File: src/rtl/fcm_pkg.sv
// Shared constants, types and color tables of the false color map.
`timescale 1ns / 1ps
package fcm_pkg;

	localparam int SAMPLE_BITS = 16;
	localparam int DIFF_W = SAMPLE_BITS + 1;
	localparam int T_W = 17;
	localparam int NUM_W = 19;
	localparam int TOT_W = 27;
	localparam int Y_W = 12;
	localparam int C_W = 21;

	localparam logic [T_W-1:0] ONE = T_W'(65536);

	localparam logic [1:0] REG_RANGE_LOW = 2'd0;
	localparam logic [1:0] REG_RANGE_HIGH = 2'd1;
	localparam logic [1:0] REG_RAMP_SELECT = 2'd2;

	localparam logic [4:0] RAMP_COUNT = 5'd21;

	typedef struct packed {
		logic [7:0] a;
		logic [7:0] b;
		logic [NUM_W-1:0] num;
		logic [2:0] n;
	} lerp_t;

	localparam logic [7:0] BLEND_COLS [4][3][3] = '{
		'{'{8'd200, 8'd60, 8'd0}, '{8'd250, 8'd160, 8'd110}, '{8'd0, 8'd0, 8'd0}},
		'{'{8'd55, 8'd55, 8'd45}, '{8'd200, 8'd60, 8'd0}, '{8'd250, 8'd160, 8'd110}},
		'{'{8'd0, 8'd255, 8'd0}, '{8'd255, 8'd150, 8'd0}, '{8'd255, 8'd250, 8'd240}},
		'{'{8'd0, 8'd160, 8'd0}, '{8'd180, 8'd220, 8'd0}, '{8'd250, 8'd220, 8'd170}}
	};

	function automatic logic [NUM_W-1:0] clamp_unit(input logic signed [C_W-1:0] c);
		logic [NUM_W-1:0] r;
		if (c < 0) begin
			r = '0;
		end else if (c > $signed({{(C_W-T_W){1'b0}}, ONE})) begin
			r = NUM_W'(ONE);
		end else begin
			r = c[NUM_W-1:0];
		end
		return r;
	endfunction

endpackage

File: src/rtl/fcm_blend.sv
// Interpolation between endpoints with round-to-nearest into 8-bit channels.
`timescale 1ns / 1ps
module fcm_blend import fcm_pkg::*; (
	input logic clk,
	input logic arst_n,
	input logic in_valid,
	output logic in_ready,
	input lerp_t in_terms [3],
	output logic out_valid,
	input logic out_ready,
	output logic [7:0] out_chan [3]
);

	logic vld_s1, vld_s2, vld_s3;
	logic en_s1, en_s2, en_s3;
	logic [TOT_W-1:0] tot_s1 [3];
	logic [2:0] n_s1 [3];
	logic [Y_W-1:0] y_s2 [3];
	logic [2:0] n_s2 [3];
	logic [7:0] chan_s3 [3];

	logic [TOT_W-1:0] tot [3];
	logic [Y_W-1:0] y [3];
	logic [7:0] q [3];

	always_comb begin
		for (int ci = 0; ci < 3; ci++) begin
			logic [NUM_W-1:0] den;
			logic [TOT_W:0] sum;
			logic [Y_W+17:0] prod;
			logic [Y_W-1:0] quo;
			den = {in_terms[ci].n, 16'd0};
			tot[ci] = TOT_W'(in_terms[ci].a) * TOT_W'(den - in_terms[ci].num)
				+ TOT_W'(in_terms[ci].b) * TOT_W'(in_terms[ci].num);

			sum = {1'b0, tot_s1[ci]} + (TOT_W+1)'({n_s1[ci], 15'd0});
			y[ci] = sum[Y_W+15:16];

			prod = '0;
			quo = y_s2[ci];
			case (n_s2[ci])
				3'd3: begin
					prod = (Y_W+18)'(y_s2[ci]) * (Y_W+18)'(17'd43691);
					quo = prod[Y_W+16:17];
				end
				3'd4: quo = y_s2[ci] >> 2;
				3'd6: begin
					prod = (Y_W+18)'(y_s2[ci] >> 1) * (Y_W+18)'(17'd43691);
					quo = prod[Y_W+16:17];
				end
				3'd7: begin
					prod = (Y_W+18)'(y_s2[ci]) * (Y_W+18)'(17'd37450);
					quo = prod[Y_W+17:18];
				end
				default: quo = y_s2[ci];
			endcase
			q[ci] = (quo > Y_W'(255)) ? 8'd255 : quo[7:0];
		end
	end

	assign en_s3 = !vld_s3 || out_ready;
	assign en_s2 = !vld_s2 || en_s3;
	assign en_s1 = !vld_s1 || en_s2;
	assign in_ready = en_s1;

	always_ff @(posedge clk or negedge arst_n) begin
		if (!arst_n) begin
			vld_s1 <= 1'b0;
			vld_s2 <= 1'b0;
			vld_s3 <= 1'b0;
		end else begin
			if (en_s1) begin
				vld_s1 <= in_valid;
			end
			if (en_s2) begin
				vld_s2 <= vld_s1;
			end
			if (en_s3) begin
				vld_s3 <= vld_s2;
			end
		end
	end

	always_ff @(posedge clk) begin
		for (int ci = 0; ci < 3; ci++) begin
			if (en_s1 && in_valid) begin
				tot_s1[ci] <= tot[ci];
				n_s1[ci] <= in_terms[ci].n;
			end
			if (en_s2 && vld_s1) begin
				y_s2[ci] <= y[ci];
				n_s2[ci] <= n_s1[ci];
			end
			if (en_s3 && vld_s2) begin
				chan_s3[ci] <= q[ci];
			end
		end
	end

	assign out_valid = vld_s3;
	assign out_chan = chan_s3;

endmodule

File: config.mk
export PLATFORM = sky130hd
export DESIGN_NAME = fcm_blend
export DESIGN_NICKNAME = d
export VERILOG_FILES = /design/src/rtl/fcm_pkg.sv /design/src/rtl/fcm_blend.sv
export SDC_FILE = /design/constraint.sdc
export NUM_CORES = 2
export LEC_CHECK = 0
export ABC_CLOCK_PERIOD_IN_PS = 6150
export BUFFER_PORTS_ARGS = -buffer_cell sky130_fd_sc_hd__buf_4
export CELL_PAD_IN_SITES_DETAIL_PLACEMENT = 0
export CELL_PAD_IN_SITES_GLOBAL_PLACEMENT = 1
export CORE_ASPECT_RATIO = 0.6
export CORE_MARGIN = 2
export CORE_UTILIZATION = 47
export CTS_CLUSTER_SIZE = 25
export DETAILED_ROUTE_END_ITERATION = 10
export PLACE_DENSITY_LB_ADDON = 0.1
export SYNTH_ARGS = -nofsm -noshare
export SYNTH_HDL_FRONTEND = slang
export SYNTH_SLANG_ARGS = --single-unit
File: constraint.sdc
create_clock -name clk -period 6.15 [get_ports clk]
set_clock_uncertainty 0.1 [all_clocks]
set_input_delay 0.9225 -clock clk [delete_from_list [all_inputs] [get_ports clk]]
set_output_delay 0.9225 -clock clk [all_outputs]
set_load 0.01 [all_outputs]
==> impl_metrics.json <==
{
  "ys.warnings.count": 0,
  "crit_family": "adder cells",
  "syn_area_um2": 52600,
  "drc_errors": 0,
  "grt_pass1_wl_um": 236000,
  "ys_seq_elements": 117,
  "r2r_slack_ps": -250,
  "initial_utilization_pct": 47.7,
  "finalInstanceArea_um2": 61700,
  "area_growth_pct": 17.3,
  "slew_headroom_pct": 37.7,
  "io_buffers": 143,
  "final-max-slew-violation-count": 0,
  "crit_slowest_cell": "or4_4",
  "ys.flop_type": "edfxtp_1",
  "startpoint_type": "input pin",
  "synth-edff-count": 114,
  "grt_max_degree": 46,
  "crit_top_cell": "fa_1",
  "worst_slew_pin_slew_ps": 925,
  "rows": 94,
  "clockBufferDepth": 2,
  "drive_gt1_share_pct": 16.4,
  "postRouteAntennaNets": 0,
  "final_cells": 7792,
  "synth.top_cell.area_share_pct": 40.4,
  "multi_input_area_um2": 44500,
  "async_reset_ff_share_pct": 2.56,
  "worstPathRequired_ps": 6260,
  "syn_inst": 5708,
  "dp_cells": 7723,
  "routedWlPerCell_um": 18.8,
  "r2r_end": "out_chan[22]$_SDFFCE_PN1P_",
  "num_vias": 39300,
  "clk_latency_ps": 460,
  "antenna_found_initial": 3,
  "hold_buffers": 0,
  "setup-violations-final": 43,
  "nets": 8226,
  "outcome": "complete, but fails checks",
  "min_path_type": "in -> async",
  "critical_path_arrival_ps": 7580,
  "hold_viol_final": 0,
  "cts_tree": "yes",
  "place_ws_ps": -1970,
  "final.fill_count": 10000,
  "yosysTopAreaCell": "fa_1",
  "synthTopCellsByCount": "inv_1 (1484), fa_1 (1062), ha_1 (756), nand2_1 (588), and2_1 (473)",
  "cp.depth": 25,
  "cts_buffers": 17,
  "drt_iter0_markers": 3049,
  "syn_area_per_cell_um2": 9.21,
  "cts_sinks": 117,
  "violations": "setup timing",
  "die_h_um": 263,
  "critPathMaxFanout": 3,
  "slowest_delay_ps": 550,
  "core-area_um2": 110000,
  "seq_area_frac_synth_pct": 6.65,
  "period_minus_slack_ps": 7480,
  "dieArea_um2": 115000,
  "fmax_mhz": 134,
  "grt_use_total_pct": 26.4,
  "grt_overflow": 0,
  "cap_violations": 0,
  "rsz0062_at_grt": "yes",
  "cts_max_level": 4,
  "worst-setup-path-type": "in -> reg",
  "grt_pass1_vias": 40700,
  "dr.pass1.iters": 5,
  "setup_ws_ps": -1330,
  "path_buf_inv": 4,
  "r2r_start": "y_s2[0][8]$_DFFE_PP_",
  "clk_pin_slew_ps": 70,
  "cts-root-buf": "clkbuf_16",
  "yosys.cell_count.top_type": "inv_1",
  "gp_congestion": 0.920,
  "end_kind": "flip-flop",
  "period_share_pct": 122,
  "syn_nets": 7644,
  "place_area_um2": 59700,
  "routed_via_density": 5.04,
  "io-pin-count": 144,
  "ff_latch_area_um2": 3500,
  "ys_types": 69,
  "post-dp-hpwl_um": 130000,
  "fin_tns_setup_ps": -34870,
  "yosys-top-cells-area": "fa_1 (40%), ha_1 (18%), inv_1 (11%)",
  "crit_start": "in_terms[9]",
  "die_w_um": 436,
  "drt-total-wl_um": 147000,
  "r2r_cells": 18
}
==> stage by stage <==
step	util [%]	hold slack, ps
3_5_place_dp	54.2	369
6_report	55.9	157
2_1_floorplan	-	331
5_1_grt	55.9	132
4_1_cts	55.4	122
3_3_place_gp	54.2	353
==> kinds of logic (layout without fill, tap and decap cells) <==
family,after synthesis,after routing,share of synthesized area [%]
AND/OR/NAND/NOR,1403,1403,13.3
multiplexers,4,4,0.0785
adder cells (fa/ha/maj),1818,1818,58.4
flip-flops,117,117,6.65
buffers and inverters,1651,2246,11.8
AO/OA/AOI/OAI,482,482,5.91
other,0,1,0
XOR/XNOR,233,233,3.88
==> flip-flops by register name (all words and copies together), names as in the netlist <==
name	count
vld_s2	1
n_s1	9
tot_s1	36
n_s2	9
out_chan	24
y_s2	36
out_valid	1
vld_s1	1
==> placed cells by master, fill, tap and decap left out, types with 29 or more instances in the layout <==
cell / netlist / layout
fa_1: 1062 / 1040
a21o_1: 42 / 42
xor2_1: 89 / 76
a21oi_1: 129 / 109
inv_2: 0 / 29
and2_1: 473 / 462
buf_4: 0 / 684
buf_6: 0 / 35
nand3_1: 39 / 37
xnor2_1: 144 / 120
nand4_1: 30 / 30
inv_1: 1484 / 1453
nand2_1: 588 / 567
edfxtp_1: 114 / 114
ha_1: 756 / 730
nor2_1: 118 / 101
o21ai_0: 118 / 102
nor3_1: 44 / 36
==> timing repair <==
item                                    in CTS  in global routing
gates resized for setup                    141                123
endpoints found under the setup margin      57                 60
pin swaps                                  106                 94
buffers inserted                            27                 24
==> worst max-delay path by stage <==
stage / endpoint / slack (ps)
4_1_cts: tot_s1[0][80]$_DFFE_PP_ / -1370
6_report: tot_s1[0][80]$_DFFE_PP_ / -1330
3_3_place_gp: tot_s1[0][80]$_DFFE_PP_ / -1940
5_1_grt: tot_s1[0][80]$_DFFE_PP_ / -1520
3_5_place_dp: tot_s1[0][80]$_DFFE_PP_ / -1970
2_1_floorplan: tot_s1[0][80]$_DFFE_PP_ / -1750
==> final cells by class <==
type | instances | share of cell area, %
Clock buffer | 20 | 0.708
Tap cell | 1488 | 3.02
Multi-Input combinational cell | 3940 | 72.1
Antenna cell | 1 | 0.00406
Inverter | 1484 | 9.04
Timing Repair Buffer | 730 | 9.31
Sequential cell | 117 | 5.67
Clock inverter | 12 | 0.134
==> routing by layer <==
layer  GRT usage [%]  part of all wire, %  vias to the layer above
met5               0                    0                        -
met3            4.86                  8.1                       24
met2            33.1                   36                     1181
met1            46.7                   56                    19500
li1                -                    -                    18500
met4            1.46                 0.25                        0
Power is left out: the tool's default activity adds up to more than one toggle a clock period on the data nets, which glitch-free logic cannot reach.
