[src/rtl/fcm_pkg.sv]
// Shared constants, types and color tables of the false color map.
`timescale 1ns / 1ps
package fcm_pkg;

	localparam int SAMPLE_BITS = 16;
	localparam int DIFF_W = SAMPLE_BITS + 1;
	localparam int T_W = 17;
	localparam int NUM_W = 19;
	localparam int TOT_W = 27;
	localparam int Y_W = 12;
	localparam int C_W = 21;

	localparam logic [T_W-1:0] ONE = T_W'(65536);

	localparam logic [1:0] REG_RANGE_LOW = 2'd0;
	localparam logic [1:0] REG_RANGE_HIGH = 2'd1;
	localparam logic [1:0] REG_RAMP_SELECT = 2'd2;

	localparam logic [4:0] RAMP_COUNT = 5'd21;

	typedef struct packed {
		logic [7:0] a;
		logic [7:0] b;
		logic [NUM_W-1:0] num;
		logic [2:0] n;
	} lerp_t;

	localparam logic [7:0] BLEND_COLS [4][3][3] = '{
		'{'{8'd200, 8'd60, 8'd0}, '{8'd250, 8'd160, 8'd110}, '{8'd0, 8'd0, 8'd0}},
		'{'{8'd55, 8'd55, 8'd45}, '{8'd200, 8'd60, 8'd0}, '{8'd250, 8'd160, 8'd110}},
		'{'{8'd0, 8'd255, 8'd0}, '{8'd255, 8'd150, 8'd0}, '{8'd255, 8'd250, 8'd240}},
		'{'{8'd0, 8'd160, 8'd0}, '{8'd180, 8'd220, 8'd0}, '{8'd250, 8'd220, 8'd170}}
	};

	function automatic logic [NUM_W-1:0] clamp_unit(input logic signed [C_W-1:0] c);
		logic [NUM_W-1:0] r;
		if (c < 0) begin
			r = '0;
		end else if (c > $signed({{(C_W-T_W){1'b0}}, ONE})) begin
			r = NUM_W'(ONE);
		end else begin
			r = c[NUM_W-1:0];
		end
		return r;
	endfunction

endpackage

[src/rtl/fcm_norm.sv]
// Clamp of the sample and pipelined restoring division into a Q16 ratio.
`timescale 1ns / 1ps
module fcm_norm import fcm_pkg::*; (
	input logic clk,
	input logic arst_n,
	input logic signed [SAMPLE_BITS-1:0] range_low,
	input logic signed [SAMPLE_BITS-1:0] range_high,
	input logic in_valid,
	output logic in_ready,
	input logic signed [SAMPLE_BITS-1:0] in_sample,
	output logic out_valid,
	input logic out_ready,
	output logic [T_W-1:0] out_t
);

	logic vld_s1;
	logic [DIFF_W-1:0] num_s1;
	logic [DIFF_W-1:0] den_s1;
	logic en_s1;

	logic vld_sn [T_W];
	logic [DIFF_W-1:0] rem_sn [T_W];
	logic [DIFF_W-1:0] den_sn [T_W];
	logic [T_W-1:0] quo_sn [T_W];
	logic en_sn [T_W];

	logic signed [SAMPLE_BITS-1:0] clamped;
	logic signed [DIFF_W-1:0] span;
	logic signed [DIFF_W-1:0] offset;

	always_comb begin
		clamped = in_sample;
		if (in_sample < range_low) begin
			clamped = range_low;
		end
		if (in_sample > range_high) begin
			clamped = range_high;
		end
		span = DIFF_W'(range_high) - DIFF_W'(range_low);
		offset = DIFF_W'(clamped) - DIFF_W'(range_low);
	end

	assign en_s1 = !vld_s1 || en_sn[0];
	assign in_ready = en_s1;

	always_ff @(posedge clk or negedge arst_n) begin
		if (!arst_n) begin
			vld_s1 <= 1'b0;
		end else if (en_s1) begin
			vld_s1 <= in_valid;
		end
	end

	// An empty or reversed range divides zero by one, which gives a zero ratio.
	always_ff @(posedge clk) begin
		if (en_s1 && in_valid) begin
			if (range_high > range_low) begin
				num_s1 <= offset;
				den_s1 <= span;
			end else begin
				num_s1 <= '0;
				den_s1 <= DIFF_W'(1);
			end
		end
	end

	for (genvar j = 0; j < T_W; j++) begin : g_div
		logic prev_vld;
		logic [DIFF_W:0] trial;
		logic [DIFF_W-1:0] prev_den;
		logic [T_W-1:0] prev_quo;
		logic take;

		if (j == 0) begin : g_first
			assign prev_vld = vld_s1;
			assign trial = {1'b0, num_s1};
			assign prev_den = den_s1;
			assign prev_quo = '0;
		end else begin : g_next
			assign prev_vld = vld_sn[j-1];
			assign trial = {rem_sn[j-1], 1'b0};
			assign prev_den = den_sn[j-1];
			assign prev_quo = quo_sn[j-1];
		end

		if (j == T_W - 1) begin : g_last
			assign en_sn[j] = !vld_sn[j] || out_ready;
		end else begin : g_mid
			assign en_sn[j] = !vld_sn[j] || en_sn[j+1];
		end

		assign take = trial >= {1'b0, prev_den};

		always_ff @(posedge clk or negedge arst_n) begin
			if (!arst_n) begin
				vld_sn[j] <= 1'b0;
			end else if (en_sn[j]) begin
				vld_sn[j] <= prev_vld;
			end
		end

		always_ff @(posedge clk) begin
			if (en_sn[j] && prev_vld) begin
				rem_sn[j] <= take ? DIFF_W'(trial - {1'b0, prev_den}) : trial[DIFF_W-1:0];
				den_sn[j] <= prev_den;
				quo_sn[j] <= {prev_quo[T_W-2:0], take};
			end
		end
	end

	assign out_valid = vld_sn[T_W-1];
	assign out_t = quo_sn[T_W-1];

endmodule

[config.mk]
export PLATFORM = sky130hd
export DESIGN_NAME = fcm_norm
export DESIGN_NICKNAME = d
export VERILOG_FILES = /design/src/rtl/fcm_pkg.sv /design/src/rtl/fcm_norm.sv
export SDC_FILE = /design/constraint.sdc
export NUM_CORES = 1
export LEC_CHECK = 0
export BUFFER_PORTS_ARGS = -buffer_cell sky130_fd_sc_hd__buf_4
export CAP_MARGIN = 20
export CORE_MARGIN = 2
export CORE_UTILIZATION = 48
export DETAILED_ROUTE_END_ITERATION = 12
export MAX_ROUTING_LAYER = met4
export PLACE_DENSITY = 0.63
export SLEW_MARGIN = 20
export SYNTH_ARGS = -nofsm -noshare
export SYNTH_HDL_FRONTEND = slang
export SYNTH_SLANG_ARGS = --single-unit
[constraint.sdc]
create_clock -name clk -period 10.1 [get_ports clk]
set_input_delay 1.01 -clock clk [delete_from_list [all_inputs] [get_ports clk]]
set_output_delay 1.01 -clock clk [all_outputs]
set_load 0.03 [all_outputs]
==> metrics.md <==
| Metric | Value |
|---|---|
| Status | `finished, final reports clean` |
| Die width | `299.2 um` |
| Synth Flop Type | `edfxtp_1` |
| Crit path top cell by count | `a21o_1` |
| Asr flop ratio synth | `2.403%` |
| CP top delay family | `compound AO/OA/AOI/OAI gates` |
| Worst EP arrival | `6.16 ns` |
| Total of max-cap violations | `0` |
| Multi-input gate area | `17810 um^2` |
| HP Class | `primary input to async pin` |
| Cell Pwr Density | `323.9 nW/um^2` |
| Worst Setup Path Type | `primary input to register` |
| Initial core utilization | `48.35%` |
| Post-CTS Setup Repair Bufs | `0` |
| Final setup fails | `0` |
| Syn_nets | `4006` |
| FMAX | `0.1729 GHz` |
| Period utilisation layout | `57.27%` |
| Critical Path RT | `10.47 ns` |
| Fraction of layout cells with a size suffix above 1 | `10.70%` |
| Reg2reg start | `rem_sn[0][93]$_DFFE_PP_` |
| Buffers plus inverters on the worst setup path | `4` |
| Clock skew | `0.02248 ns` |
| Die Y | `299.2 um` |
| R2r setup slk | `6.22 ns` |
| Routed WL per cell | `18.09 um` |
| Fin util | `54.08%` |
| Seq cells post-synth | `749` |
| Vias/cell | `5.395` |
| Cts bufs inserted | `80` |
| Slew Limit Fails | `0` |
| Hold slack | `0.2249 ns` |
| Initial antenna violation count | `0` |
| Synth area leaders | `edfxtp_1, ha_1, inv_1` |
| Dpl cell area | `43850 um^2` |
| Most used standard cell by instance count after synthesis | `edfxtp_1` |
| YS warnings | `0` |
| Leak Pwr | `19.32 nW` |
| # IOs | `71` |
| Clock period minus worst slack | `5.784 ns` |
| Diode count | `0` |
| Initial DRT Pass Iterations | `5` |
| Routed via count | `26.61k` |
| Clk buf depth | `3` |
| Synth cell count leaders | `edfxtp_1, inv_1, ha_1, nand2_1, o21ai_0` |
| Seq/Total Area, Yosys | `53.57%` |
| # port buffers | `70` |
| Dpl ws | `3.779 ns` |
| Register area | `22400 um^2` |
| Critical Path End Type | `register` |
| Design Power | `15.15 mW` |
| Setup TNS | `0 ns` |
| Crit-path max cell delay | `0.64 ns` |
| Synth cell types | `82` |
| Final Instance Area | `46770 um^2` |
| Nets | `4132` |
| Setup ws final | `4.316 ns` |
| Critical-path cell list | `buf_4 -> inv_1 -> ha_1 -> a21o_1 -> a21o_1 -> a21oi_1 -> o21ai_0 -> a2111oi_0 -> a21oi_2 -> buf_4 -> mux2_2 -> mux2i_1 -> ha_1 -> inv_1 -> fa_1 -> a21o_1 -> a21oi_1 -> o21ai_0 -> o41ai_1 -> nand4b_1 -> a32oi_1 -> a31oi_1 -> xor2_1 -> nor2_1` |
| Worst-Skew Late Latency | `0.66 ns` |
| Total track usage | `20.69%` |
| Largest net degree at the start of global routing | `51` |
| Area delta synth->final | `11.84%` |
| Placed wire-length estimate | `66.56 mm` |
| Vias in the first global route | `26.10k` |
| Die area | `89490 um^2` |
| Depth of the CTS H-tree | `3` |
| Clock sinks | `749` |
| Initial DRC Count | `1609` |
| Worst slew margin | `26.59%` |
| Post-route antenna net violation count | `0` |
| Clock-pin slew on the worst setup and hold paths | `0.06 ns` |
| Biggest area consumer among synthesized cells | `edfxtp_1` |
| RSZ-0062 raised after global routing | `no` |
| Maximum vdd drop | `0.1807 mV` |
| Fillers | `7439` |
| Post-synth EDFFs | `731` |
| Hold Buf Count CTS | `0` |
| Synth top area share | `52.50%` |
| Residual DRC | `0` |
| Worst-path fanout max | `15` |
| Critical path startpoint | `range_low[1]` |
| Syn avg cell area | `11.67 um^2` |
| First-pass GRT wire length | `142.2 mm` |
| Placed Instances | `4780` |
| Crit path max-delay cell type | `o41ai_1` |
| CTS tree | `built` |
| Placer Congestion | `0.8630` |
| Grt ovf | `0` |
| Startpoint Class | `primary input` |
| Cell Count, Final, Fillers Out | `4932` |
| Std cell rows | `108` |
| Drt total wl | `89.22 mm` |
| PostCTS Resize Cnt | `0` |
| Worst slew pin tran | `1.101 ns` |
| Root Driver | `clkbuf_16` |
| Final Hold Violating Endpoints | `0` |
| Netlist Area Pre-Place | `41820 um^2` |
| Synthesized instance count | `3584` |
| Core Region | `86480 um^2` |
==> kinds of logic after synthesis <==
kind of cell    Yosys count  synth area share, %
xor+xnor                220                4.608
mux                     166                4.548
simple gates            827                9.476
flops                   749                53.57
buf+inv                 456                4.213
fa+ha+maj               370                11.39
compound gates          796                12.19
==> flip-flops by register name, indices dropped and copies added, names as in the netlist <==
| signal | count |
|---|---|
| den_s1 | 17 |
| den_sn | 272 |
| g_div.prev_vld | 17 |
| num_s1 | 17 |
| out_valid | 1 |
| quo_sn | 153 |
| rem_sn | 272 |
==> power breakdown <==
group / leakage, nW / switching (mW) / internal [mW]
clock: 1.38 / 1.27 / 1.90
sequential: 7.39 / 0.541 / 4.85
combinational: 10.5 / 3.64 / 2.95
==> metal layers <==
| metal | vias to the layer above | global-route usage [%] | wire [um] | part of all wire [%] |
|---|---|---|---|---|
| met5 | - | - | 0 | 0 |
| met4 | 0 | 6.274 | 2603 | 2.9 |
| met3 | 149 | 2.711 | 2616 | 2.9 |
| met2 | 420 | 35.79 | 44850 | 50 |
| met1 | 12720 | 25.27 | 39150 | 44 |
| li1 | 13320 | - | - | - |
==> worst paths after layout <==
kind | end | depth (start not counted)
min in group clk | quo_sn[8][6]$_DFFE_PP_ | 0
worst min register to register | quo_sn[8][6]$_DFFE_PP_ | 0
worst min-delay path | g_div[9].prev_vld$_DFFE_PN0P_ | 1
max in group asynchronous | g_div[1].prev_vld$_DFFE_PN0P_ | 1
worst max-delay path | num_s1[14]$_SDFFCE_PP0P_ | 24
worst max register to register | rem_sn[0][117]$_DFFE_PP_ | 10
==> cells in the final DEF, fill, tap and decap left out, types with 15 or more instances in the layout <==
| cell type | netlist | routed |
|---|---|---|
| inv_1 | 407 | 407 |
| nand4_1 | 39 | 39 |
| and3_1 | 19 | 19 |
| xor2_1 | 109 | 109 |
| nor2b_1 | 62 | 57 |
| mux2i_1 | 40 | 40 |
| o21bai_1 | 18 | 18 |
| buf_4 | 1 | 90 |
| o2111ai_1 | 17 | 17 |
| ha_1 | 352 | 352 |
| nand2_1 | 238 | 237 |
| a211oi_1 | 21 | 21 |
| nand2b_1 | 58 | 58 |
| mux2_4 | 22 | 22 |
| nor3_1 | 65 | 65 |
| edfxtp_1 | 731 | 731 |
| nand3_1 | 40 | 40 |
| dfrtp_1 | 18 | 18 |
| xnor2_1 | 111 | 111 |
| clkbuf_16 | 0 | 81 |
| clkinv_1 | 0 | 15 |
| nor2_1 | 213 | 213 |
| a31oi_1 | 27 | 27 |
| o21ai_0 | 226 | 226 |
| a21oi_1 | 205 | 203 |
| and2_1 | 22 | 15 |
| mux2_2 | 104 | 104 |
| or3_1 | 18 | 17 |
| fa_1 | 18 | 18 |
| o31ai_1 | 28 | 28 |
| o21a_1 | 59 | 59 |
| a21o_1 | 67 | 67 |
| bufinv_16 | 0 | 16 |
==> cell type report <==
class,count,area share (%)
flip-flops and latches,749,47.90
multi-input cells,2379,38.08
clock buffers,89,4.398
inverters,407,3.267
well taps,1155,3.090
clock inverters,60,1.726
repair buffers,93,1.533
==> worst reg2reg max path, cell delays in order, from the launching register on <==
cell and delay (ns):
edfxtp_1 0.42, ha_1 0.39, a21o_1 0.18, a21oi_1 0.14, nor2b_1 0.08, o41a_1 0.34, a221o_1 0.39, a21oi_1 0.24
o21a_1 0.77, inv_1 0.34, mux2_2 0.35
No activity file was read; power rests on OpenSTA's default activity.
